**src/design/lmc_pkg.sv**
```systemverilog
// Package for the light mode controller: item, result, state and
// configuration types, register indexes and reset values.
// No dependencies; lmc_engine and the top level import it.
`default_nettype none

package lmc_pkg;

  // Configuration register indexes.
  localparam logic [2:0] CFG_CYCLE_WINDOW = 3'd0;
  localparam logic [2:0] CFG_DEBOUNCE     = 3'd1;
  localparam logic [2:0] CFG_BLINK_HALF   = 3'd2;
  localparam logic [2:0] CFG_MODULE_ON    = 3'd3;
  localparam logic [2:0] CFG_LOW_BATT     = 3'd4;
  localparam logic [2:0] CFG_DIM_DUTY     = 3'd5;
  localparam logic [2:0] CFG_ALERT_LEAD   = 3'd6;
  localparam logic [2:0] CFG_ALERT_PHASE  = 3'd7;

  localparam int CFG_INDEX_W = 3;
  localparam int CFG_DATA_W  = 12;

  // Reset values of the configuration registers.
  localparam logic [7:0]  RST_CYCLE_WINDOW = 8'd188;
  localparam logic [7:0]  RST_DEBOUNCE     = 8'd2;
  localparam logic [7:0]  RST_BLINK_HALF   = 8'd16;
  localparam logic [11:0] RST_MODULE_ON    = 12'd1875;
  localparam logic [9:0]  RST_LOW_BATT     = 10'd740;
  localparam logic [7:0]  RST_DIM_DUTY     = 8'd150;
  localparam logic [7:0]  RST_ALERT_LEAD   = 8'd16;
  localparam logic [7:0]  RST_ALERT_PHASE  = 8'd10;

  localparam logic [7:0] FULL_DUTY        = 8'd255;
  localparam logic [2:0] ALERT_NONE       = 3'd0;
  localparam logic [2:0] ALERT_LEAD       = 3'd1;
  localparam logic [2:0] ALERT_LAST_PHASE = 3'd7;

  localparam logic [1:0] SLEEP_FULL  = 2'd0;
  localparam logic [1:0] SLEEP_TIMER = 2'd1;
  localparam logic [1:0] SLEEP_IDLE  = 2'd2;

  typedef enum logic [1:0] {
    KIND_TICK = 2'd0,
    KIND_PIN  = 2'd1,
    KIND_ADC  = 2'd2
  } kind_t;

  typedef enum logic [1:0] {
    MODE_OFF = 2'd0,
    MODE_ON  = 2'd1,
    MODE_DIM = 2'd2
  } mode_t;

  typedef struct packed {
    logic [7:0]  cycle_window;
    logic [7:0]  debounce;
    logic [7:0]  blink_half;
    logic [11:0] module_on;
    logic [9:0]  low_batt;
    logic [7:0]  dim_duty;
    logic [7:0]  alert_lead;
    logic [7:0]  alert_phase;
  } cfg_t;

  typedef struct packed {
    logic [1:0] kind;
    logic       button_down;
    logic [9:0] adc_value;
  } item_t;

  typedef struct packed {
    mode_t       mode;
    logic        press_pending;
    logic [7:0]  debounce_left;
    logic [7:0]  window_left;
    logic [7:0]  blink_left;
    logic        blink_enabled;
    logic        rear_out;
    logic        front_out;
    logic        module_on;
    logic [11:0] module_left;
    logic [2:0]  alert_phase;
    logic [7:0]  alert_left;
  } state_t;

  typedef struct packed {
    logic [1:0] mode_now;
    logic       front_lit;
    logic [7:0] front_duty;
    logic       rear_lit;
    logic       module_power;
    logic       adc_start;
    logic       alert_busy;
    logic [1:0] doze_level;
  } result_t;

endpackage

`default_nettype wire

```
**src/design/lmc_if.sv**
```systemverilog
// Channel interfaces of the light mode controller: the event input
// channel and the result channel, each with valid/ready handshake.
// Depends on nothing but the field widths of the block.
`default_nettype none

interface lmc_in_if;
  logic       valid;
  logic       ready;
  logic [1:0] kind;
  logic       button_down;
  logic [9:0] adc_value;

  modport source (output valid, output kind, output button_down, output adc_value,
                  input ready);
  modport sink (input valid, input kind, input button_down, input adc_value,
                output ready);
endinterface

interface lmc_out_if;
  logic       valid;
  logic       ready;
  logic [1:0] mode_now;
  logic       front_lit;
  logic [7:0] front_duty;
  logic       rear_lit;
  logic       module_power;
  logic       adc_start;
  logic       alert_busy;
  logic [1:0] doze_level;

  modport source (output valid, output mode_now, output front_lit, output front_duty,
                  output rear_lit, output module_power, output adc_start,
                  output alert_busy, output doze_level, input ready);
  modport sink (input valid, input mode_now, input front_lit, input front_duty,
                input rear_lit, input module_power, input adc_start,
                input alert_busy, input doze_level, output ready);
endinterface

`default_nettype wire

```
**src/design/lmc_engine.sv**
```systemverilog
// Next-state and result logic of the light mode controller for one event.
// Purely combinational; depends on lmc_pkg.
`default_nettype none

module lmc_engine
  import lmc_pkg::*;
(
  input  cfg_t    cfg_i,
  input  state_t  state_i,
  input  item_t   item_i,
  output state_t  state_o,
  output result_t result_o
);

  state_t     s;
  mode_t      next_mode;
  logic       adc_start;
  logic       busy;
  logic       counting;
  logic       lit_f;

  always_comb begin
    s         = state_i;
    next_mode = MODE_OFF;
    adc_start = 1'b0;

    case (item_i.kind)
      KIND_PIN: begin
        s.press_pending = 1'b1;
        s.debounce_left = cfg_i.debounce;
      end
      KIND_ADC: begin
        if (s.alert_phase == ALERT_NONE && item_i.adc_value <= cfg_i.low_batt) begin
          s.alert_phase = ALERT_LEAD;
          s.alert_left  = cfg_i.alert_lead;
        end
      end
      KIND_TICK: begin
        if (s.window_left != 8'd0)   s.window_left   = s.window_left - 8'd1;
        if (s.debounce_left != 8'd0) s.debounce_left = s.debounce_left - 8'd1;
        if (s.blink_left != 8'd0)    s.blink_left    = s.blink_left - 8'd1;
        if (s.module_on && s.module_left != 12'd0) begin
          s.module_left = s.module_left - 12'd1;
        end

        if (s.alert_phase != ALERT_NONE) begin
          if (s.alert_left != 8'd0) s.alert_left = s.alert_left - 8'd1;
          if (s.alert_left == 8'd0) begin
            if (s.alert_phase == ALERT_LAST_PHASE) begin
              s.alert_phase   = ALERT_NONE;
              s.front_out     = 1'b0;
              s.rear_out      = 1'b0;
              s.blink_enabled = 1'b0;
            end else begin
              s.alert_phase = s.alert_phase + 3'd1;
              s.alert_left  = cfg_i.alert_phase;
            end
          end
        end else if (s.press_pending && s.debounce_left == 8'd0) begin
          s.press_pending = 1'b0;
          if (item_i.button_down) begin
            // A lit light with an expired window turns off; otherwise cycle.
            if (state_i.mode != MODE_OFF && s.window_left == 8'd0) begin
              next_mode = MODE_OFF;
            end else if (state_i.mode == MODE_ON) begin
              next_mode = MODE_DIM;
            end else begin
              next_mode = MODE_ON;
            end
            s.module_on   = 1'b1;
            s.module_left = cfg_i.module_on;
            s.mode        = next_mode;
            s.window_left = cfg_i.cycle_window;
            if (next_mode == MODE_OFF) begin
              s.front_out     = 1'b0;
              s.rear_out      = 1'b0;
              s.blink_enabled = 1'b0;
              adc_start       = 1'b1;
            end else begin
              s.front_out     = 1'b1;
              s.rear_out      = 1'b1;
              s.blink_enabled = 1'b1;
              s.blink_left    = cfg_i.blink_half;
            end
          end
        end else begin
          if (s.blink_enabled && s.blink_left == 8'd0) begin
            s.rear_out   = ~s.rear_out;
            s.blink_left = cfg_i.blink_half;
          end
          if (s.module_on && s.module_left == 12'd0) s.module_on = 1'b0;
        end
      end
      default: begin
        // The unused event code leaves the state alone.
      end
    endcase
  end

  always_comb begin
    busy     = (s.alert_phase != ALERT_NONE);
    lit_f    = busy ? ~s.alert_phase[0] : s.front_out;
    counting = (s.debounce_left != 8'd0) || (s.window_left != 8'd0) ||
               (s.blink_left != 8'd0) || (s.module_on && s.module_left != 12'd0) ||
               busy;

    result_o.mode_now     = s.mode;
    result_o.front_lit    = lit_f;
    result_o.rear_lit     = busy ? ~s.alert_phase[0] : s.rear_out;
    result_o.module_power = s.module_on;
    result_o.adc_start    = adc_start;
    result_o.alert_busy   = busy;

    if (!lit_f) begin
      result_o.front_duty = 8'd0;
    end else if (!busy && s.mode == MODE_DIM) begin
      result_o.front_duty = cfg_i.dim_duty;
    end else begin
      result_o.front_duty = FULL_DUTY;
    end

    if (!busy && s.front_out && s.mode == MODE_DIM) begin
      result_o.doze_level = SLEEP_IDLE;
    end else if (counting) begin
      result_o.doze_level = SLEEP_TIMER;
    end else begin
      result_o.doze_level = SLEEP_FULL;
    end
  end

  assign state_o = s;

endmodule

`default_nettype wire

```
**src/design/light_mode_controller_unit.sv**
```systemverilog
// Top level of the one-button light controller: configuration registers,
// controller state, result register and channel handshakes.
// Depends on lmc_pkg, lmc_in_if, lmc_out_if and lmc_engine.
`default_nettype none

// The controller takes one event transaction per clock cycle: a timer tick,
// a button pin change or a battery ADC result. Each event updates the
// controller state in the cycle it is accepted, and the matching result
// transaction (mode, front and rear light drive, front PWM duty, battery
// module supply, ADC start pulse, alert flag and allowed sleep level) is
// presented from the result register on the next cycle. The rate is one
// event per cycle, set by the single state update between the input
// handshake and the result register; in_chan.ready drops only while the
// result register holds a result that the sink does not take in that cycle.
// A pin change arms a press that is confirmed by the button level on the
// first tick on which the debounce count, counted down, is zero. A confirmed press turns
// a lit light off once the cycle window has expired and otherwise steps
// OFF to ON, ON to DIMMED and DIMMED to ON; turning off requests a battery
// measurement through adc_start. An ADC value at or below the low battery
// threshold starts an alert made of a dark lead and three flashes of both
// lights, timed in ticks; presses, rear blinking and the module timeout
// wait until the alert is over, and both lights are left off after it.
// Configuration writes through cfg_we/cfg_index/cfg_data take effect at
// once and are meant to be issued while no event is in flight.

module light_mode_controller_unit
  import lmc_pkg::*;
(
  input  wire logic                    clk,
  input  wire logic                    rst_n,
  lmc_in_if.sink                       in_chan,
  lmc_out_if.source                    out_chan,
  input  wire logic                    cfg_we,
  input  wire logic [CFG_INDEX_W-1:0]  cfg_index,
  input  wire logic [CFG_DATA_W-1:0]   cfg_data
);

  cfg_t    cfg_r;
  state_t  state_r;
  state_t  state_nxt;
  result_t result_r;
  result_t result_nxt;
  item_t   item;
  logic    out_valid_r;
  logic    in_accept;

  // The result register frees up in the same cycle it is drained.
  assign in_chan.ready = ~out_valid_r | out_chan.ready;
  assign in_accept     = in_chan.valid & in_chan.ready;

  assign item = {in_chan.kind, in_chan.button_down, in_chan.adc_value};

  // Configuration registers; each takes the low bits of the write data.
  always_ff @(posedge clk) begin
    if (!rst_n) begin
      cfg_r.cycle_window <= RST_CYCLE_WINDOW;
      cfg_r.debounce     <= RST_DEBOUNCE;
      cfg_r.blink_half   <= RST_BLINK_HALF;
      cfg_r.module_on    <= RST_MODULE_ON;
      cfg_r.low_batt     <= RST_LOW_BATT;
      cfg_r.dim_duty     <= RST_DIM_DUTY;
      cfg_r.alert_lead   <= RST_ALERT_LEAD;
      cfg_r.alert_phase  <= RST_ALERT_PHASE;
    end else if (cfg_we) begin
      case (cfg_index)
        CFG_CYCLE_WINDOW: cfg_r.cycle_window <= cfg_data[7:0];
        CFG_DEBOUNCE:     cfg_r.debounce     <= cfg_data[7:0];
        CFG_BLINK_HALF:   cfg_r.blink_half   <= cfg_data[7:0];
        CFG_MODULE_ON:    cfg_r.module_on    <= cfg_data[11:0];
        CFG_LOW_BATT:     cfg_r.low_batt     <= cfg_data[9:0];
        CFG_DIM_DUTY:     cfg_r.dim_duty     <= cfg_data[7:0];
        CFG_ALERT_LEAD:   cfg_r.alert_lead   <= cfg_data[7:0];
        CFG_ALERT_PHASE:  cfg_r.alert_phase  <= cfg_data[7:0];
        default: begin
        end
      endcase
    end
  end

  lmc_engine u_engine (
    .cfg_i    (cfg_r),
    .state_i  (state_r),
    .item_i   (item),
    .state_o  (state_nxt),
    .result_o (result_nxt)
  );

  // Controller state advances once per accepted event.
  always_ff @(posedge clk) begin
    if (!rst_n) begin
      state_r.mode          <= MODE_OFF;
      state_r.press_pending <= 1'b0;
      state_r.debounce_left <= 8'd0;
      state_r.window_left   <= 8'd0;
      state_r.blink_left    <= 8'd0;
      state_r.blink_enabled <= 1'b0;
      state_r.rear_out      <= 1'b0;
      state_r.front_out     <= 1'b0;
      state_r.module_on     <= 1'b0;
      state_r.module_left   <= 12'd0;
      state_r.alert_phase   <= ALERT_NONE;
      state_r.alert_left    <= 8'd0;
    end else if (in_accept) begin
      state_r <= state_nxt;
    end
  end

  always_ff @(posedge clk) begin
    if (!rst_n) begin
      out_valid_r <= 1'b0;
    end else if (in_chan.ready) begin
      out_valid_r <= in_chan.valid;
    end
  end

  // The payload needs no reset; it is qualified by out_valid_r.
  always_ff @(posedge clk) begin
    if (in_accept) begin
      result_r <= result_nxt;
    end
  end

  assign out_chan.valid        = out_valid_r;
  assign out_chan.mode_now     = result_r.mode_now;
  assign out_chan.front_lit    = result_r.front_lit;
  assign out_chan.front_duty   = result_r.front_duty;
  assign out_chan.rear_lit     = result_r.rear_lit;
  assign out_chan.module_power = result_r.module_power;
  assign out_chan.adc_start    = result_r.adc_start;
  assign out_chan.alert_busy   = result_r.alert_busy;
  assign out_chan.doze_level   = result_r.doze_level;

endmodule

`default_nettype wire

```
**src/flat_wrapper.sv**
```systemverilog
// flat-port wrapper written by rule: the top's interface ports become plain ports
module light_mode_controller_unit_flat import lmc_pkg::*;
  (clk, rst_n, cfg_we, cfg_index, cfg_data, in_chan_valid, in_chan_kind, in_chan_button_down, in_chan_adc_value, in_chan_ready, out_chan_valid, out_chan_mode_now, out_chan_front_lit, out_chan_front_duty, out_chan_rear_lit, out_chan_module_power, out_chan_adc_start, out_chan_alert_busy, out_chan_doze_level, out_chan_ready);
  lmc_in_if in_chan_i ();
  lmc_out_if out_chan_i ();
  input  wire logic clk;
  input  wire logic rst_n;
  input  wire logic cfg_we;
  input  wire logic [CFG_INDEX_W-1:0] cfg_index;
  input  wire logic [CFG_DATA_W-1:0] cfg_data;
  input wire logic [$bits(in_chan_i.valid)-1:0] in_chan_valid;
  input wire logic [$bits(in_chan_i.kind)-1:0] in_chan_kind;
  input wire logic [$bits(in_chan_i.button_down)-1:0] in_chan_button_down;
  input wire logic [$bits(in_chan_i.adc_value)-1:0] in_chan_adc_value;
  output wire logic [$bits(in_chan_i.ready)-1:0] in_chan_ready;
  output wire logic [$bits(out_chan_i.valid)-1:0] out_chan_valid;
  output wire logic [$bits(out_chan_i.mode_now)-1:0] out_chan_mode_now;
  output wire logic [$bits(out_chan_i.front_lit)-1:0] out_chan_front_lit;
  output wire logic [$bits(out_chan_i.front_duty)-1:0] out_chan_front_duty;
  output wire logic [$bits(out_chan_i.rear_lit)-1:0] out_chan_rear_lit;
  output wire logic [$bits(out_chan_i.module_power)-1:0] out_chan_module_power;
  output wire logic [$bits(out_chan_i.adc_start)-1:0] out_chan_adc_start;
  output wire logic [$bits(out_chan_i.alert_busy)-1:0] out_chan_alert_busy;
  output wire logic [$bits(out_chan_i.doze_level)-1:0] out_chan_doze_level;
  input wire logic [$bits(out_chan_i.ready)-1:0] out_chan_ready;
  assign in_chan_i.valid = in_chan_valid;
  assign in_chan_i.kind = in_chan_kind;
  assign in_chan_i.button_down = in_chan_button_down;
  assign in_chan_i.adc_value = in_chan_adc_value;
  assign in_chan_ready = in_chan_i.ready;
  assign out_chan_valid = out_chan_i.valid;
  assign out_chan_mode_now = out_chan_i.mode_now;
  assign out_chan_front_lit = out_chan_i.front_lit;
  assign out_chan_front_duty = out_chan_i.front_duty;
  assign out_chan_rear_lit = out_chan_i.rear_lit;
  assign out_chan_module_power = out_chan_i.module_power;
  assign out_chan_adc_start = out_chan_i.adc_start;
  assign out_chan_alert_busy = out_chan_i.alert_busy;
  assign out_chan_doze_level = out_chan_i.doze_level;
  assign out_chan_i.ready = out_chan_ready;
  light_mode_controller_unit u_core (.clk(clk), .rst_n(rst_n), .in_chan(in_chan_i), .out_chan(out_chan_i), .cfg_we(cfg_we), .cfg_index(cfg_index), .cfg_data(cfg_data));
endmodule
```
**config.mk**
```make
export PLATFORM = sky130hd
export DESIGN_NAME = light_mode_controller_unit_flat
export DESIGN_NICKNAME = d
export VERILOG_FILES = /design/src/design/lmc_pkg.sv /design/src/design/lmc_if.sv /design/src/design/lmc_engine.sv /design/src/design/light_mode_controller_unit.sv /design/src/flat_wrapper.sv
export SDC_FILE = /design/constraint.sdc
export NUM_CORES = 1
export LEC_CHECK = 0
export BUFFER_PORTS_ARGS = -buffer_cell sky130_fd_sc_hd__buf_2
export CAP_MARGIN = 10
export CORE_MARGIN = 10
export CORE_UTILIZATION = 25
export DETAILED_ROUTE_END_ITERATION = 7
export HOLD_SLACK_MARGIN = 0.08
export SLEW_MARGIN = 20
export SYNTH_ARGS = -nofsm -noshare
export SYNTH_HDL_FRONTEND = slang
export SYNTH_HIERARCHICAL = 1
export SYNTH_SLANG_ARGS = --single-unit
```
**constraint.sdc**
```tcl
create_clock -name clk -period 3.49 [get_ports clk]
set_clock_uncertainty 0.05 [all_clocks]
set_input_delay 0.5235 -clock clk [delete_from_list [all_inputs] [get_ports clk]]
set_output_delay 0.5235 -clock clk [all_outputs]
set_load 0.03 [all_outputs]
```
==> metrics.yaml <==
via_count: 8344
setup_slack_ps: -80.10
start_util_pct: 25.26
ys.flop_type: "dfxtp_1"
die-area_mm2: 0.04146
fin_total_pwr_uw: 4336
tightest_slew_ps: 948.8
ys_seq_area_share_pct: 35.74
placementRows: 67
cts-root-buf: "clkbuf_16"
grt_pass1_wl_mm: 43.10
wl_met1_mm: 12.75
ctsLongestPathBuffers: 2
dr_wl_met3_mm: 1.750
fp.dieH_um: 203.6
p_per_area_mw_per_mm2: 408.5
hp-class: "input port to register"
crit_fanout: 14
grt_setup_unrepaired: "true"
ys_types: 82
ys_warn_count: 6
wl_per_cell_um: 16.65
clk_pin_slew_ps: 70
htree_levels: 4
fin_crit_sh_pct: 102.3
cts_sinks: 142
wl_met2_mm: 12.01
synth_seq_cells: 142
drtPass1Iterations: 5
vdd_drop_max_mv: 0.2098
syn_to_final_growth_pct: 25.92
stdcell_count: 1626
maxCapViolations: 0
finalWirelength_mm: 27.08
outcome: "finished, violations left"
cts_tree: "yes"
grt_pass1_vias: 7920
syn_avg_cell_area_um2: 8.020
dp.cells: 1588
async_flop_share_pct: 0
critPathRequiredTime_ps: 3600
violations: "negative setup slack"
clock.fmax_mhz: 280.1
synth_top_cell_area_share_pct: 29.69
insertion_delay_ps: 430
antenna_cells: 0
dp_hpwl_mm: 19.49
track_usage_pct: 12.72
slew_headroom_pct: 36.41
endpoint_kind: "register"
nNetsFinal: 1218
fp.dieW_um: 203.6
grt_overflow: 0
hold_buffers: 0
synth-edff-count: 17
ys_top_cells_by_area: "dfxtp_1 30%, mux2i_1 9.9%, nand2_1 8.5%"
synth_area_leader_cell: "dfxtp_1"
cts_made_buffers: 17
route.detailed.drc: 0
final_max_slew_viol_count: 0
gp_congestion: 0.9231
fin_crit_ps: 3570
arrival_ps: 3680
syn-cell-area_mm2: 0.008429
layout-drive-gt1-share_pct: 21.90
hold_viol_final: 0
crit_type: "register to register"
core_mm2: 0.03336
port_buffers: 51
synthCells: 1051
drt_first_iter_violations: 686
highest_layer: "met4"
io_pins: 52
whs_ps: 286.1
grt_max_degree: 82
start_kind: "register"
synth_fp_nets: 1104
finalSetupViolations: 1
postRouteAntennaNets: 0
leakagePower_uw: 0.004446
viasPerCell: 5.132
antenna_found_initial: 1
-- cell families (layout without fill, tap and decap cells) --
family / after synthesis / count (layout) / synth area share (%)
xor gates and xnor gates: 5 / 5 / 0.5195
buffers and inverters: 119 / 246 / 6.056
muxes: 84 / 84 / 9.990
and+or+nand+nor: 430 / 430 / 25.26
adders and majority gates: 20 / 20 / 2.969
AOI/OAI and AO/OA: 251 / 251 / 19.46
DFF: 142 / 142 / 35.74
-- critical path: stages (launching register included) --
cell and delay, ps:
dfxtp_2 340, or3_1 410, or4_4 560, nand3_4 130, nor2_4 50, buf_12 140
and3_1 180, a211o_1 280, nand4bb_1 190, or4_4 440, o41ai_4 300, buf_4 170
a31oi_1 70
-- area by class of cell --
| class | instances | area, um2 |
|---|---|---|
| flip-flops and latches | 142 | 3015 |
| inverters | 40 | 150.1 |
| fillers | 3587 | 22750 |
| repair buffers | 174 | 1246 |
| well taps | 448 | 560.5 |
| clock buffers | 18 | 429.2 |
| clock inverters | 14 | 145.1 |
| multi-input cells | 790 | 5067 |
-- layer usage --
layer | vias to the layer above | global-route usage [%]
met3 | 38 | 2.586
met5 | - | 0
met2 | 306 | 19.71
met1 | 3967 | 17.39
li1 | 4033 | -
met4 | 0 | 3.784
-- worst paths after layout --
kind                       from                       endpoint  slack (ps)  cells past startpoint
max          u_core/state_r[44]  u_core/out_chan.doze_level[0]         -80                     12
min                cfg_data[10]               u_core/cfg_r[44]         290                      3
max reg2reg  u_core/state_r[44]  u_core/out_chan.doze_level[0]         -80                     12
min reg2reg  u_core/state_r[26]             u_core/state_r[26]         420                      2
-- power breakdown --
group	leakage (uW)	internal (uW)	total [uW]	switching, uW
logic	0.00298	323	795	472
clock network	0.000280	1010	1810	805
registers	0.00118	1700	1730	29.6
total	0.00445	3030	4340	1310
-- registers in the layout, indices dropped and copies added, names as in the netlist --
signal                        count
u_core/out_chan.mode_now          2
u_core/out_chan.doze_level        2
u_core/out_chan.front_duty        8
u_core/state_r                   54
u_core/out_chan.module_power      1
u_core/out_chan.alert_busy        1
u_core/out_chan.front_lit         1
u_core/out_chan.rear_lit          1
u_core/out_chan.adc_start         1
u_core/out_chan.valid             1
u_core/cfg_r                     70
-- placed cells by master (no fill, tap or decap), types with 19 or more instances in the layout --
cell type and count:
nand2_1 192, nor3_1 28, mux2i_1 83, inv_1 40, buf_4 116, ha_1 19
o21ai_0 87, nor2_1 41, nand3_1 57, dfxtp_1 123, a21oi_1 36, buf_2 50
-- what timing repair did --
| action | 4_1_cts | 5_1_grt |
|---|---|---|
| pin swaps | 3 | 10 |
| gates resized for setup | 17 | 21 |
| setup buffers | 0 | 6 |
| setup endpoints to repair | 1 | 10 |
-- Yosys cell counts, drive strengths merged (8+ instances only) --
cell    number
nor2        44
o21ai       94
a221oi       8
o21a        11
or2         10
edfxtp      17
mux2i       83
buf         31
dfxtp      125
or4         15
nor4        12
or3          9
nand2      192
inv         40
o22ai       10
nor3        31
ha          20
o211ai       8
and3         8
nand3       58
a21o         9
clkbuf      48
a21oi       37
nor2b        8
a31oi       11
-- metrics by stage --
step                setup WS [ps]  area, um2  util [%]  setup TNS (ps)
detailed placement         -96.15       9824     29.45          -96.15
global placement           -67.93       9824     29.45          -67.93
CTS                         9.633      10470     31.38               0
finish                     -80.10      10610     31.81          -80.10
global route               -210.9      10610     31.81          -210.9
floorplan                   45.11       8429         -               0
Note: power is estimated with default switching activity, not from simulation.
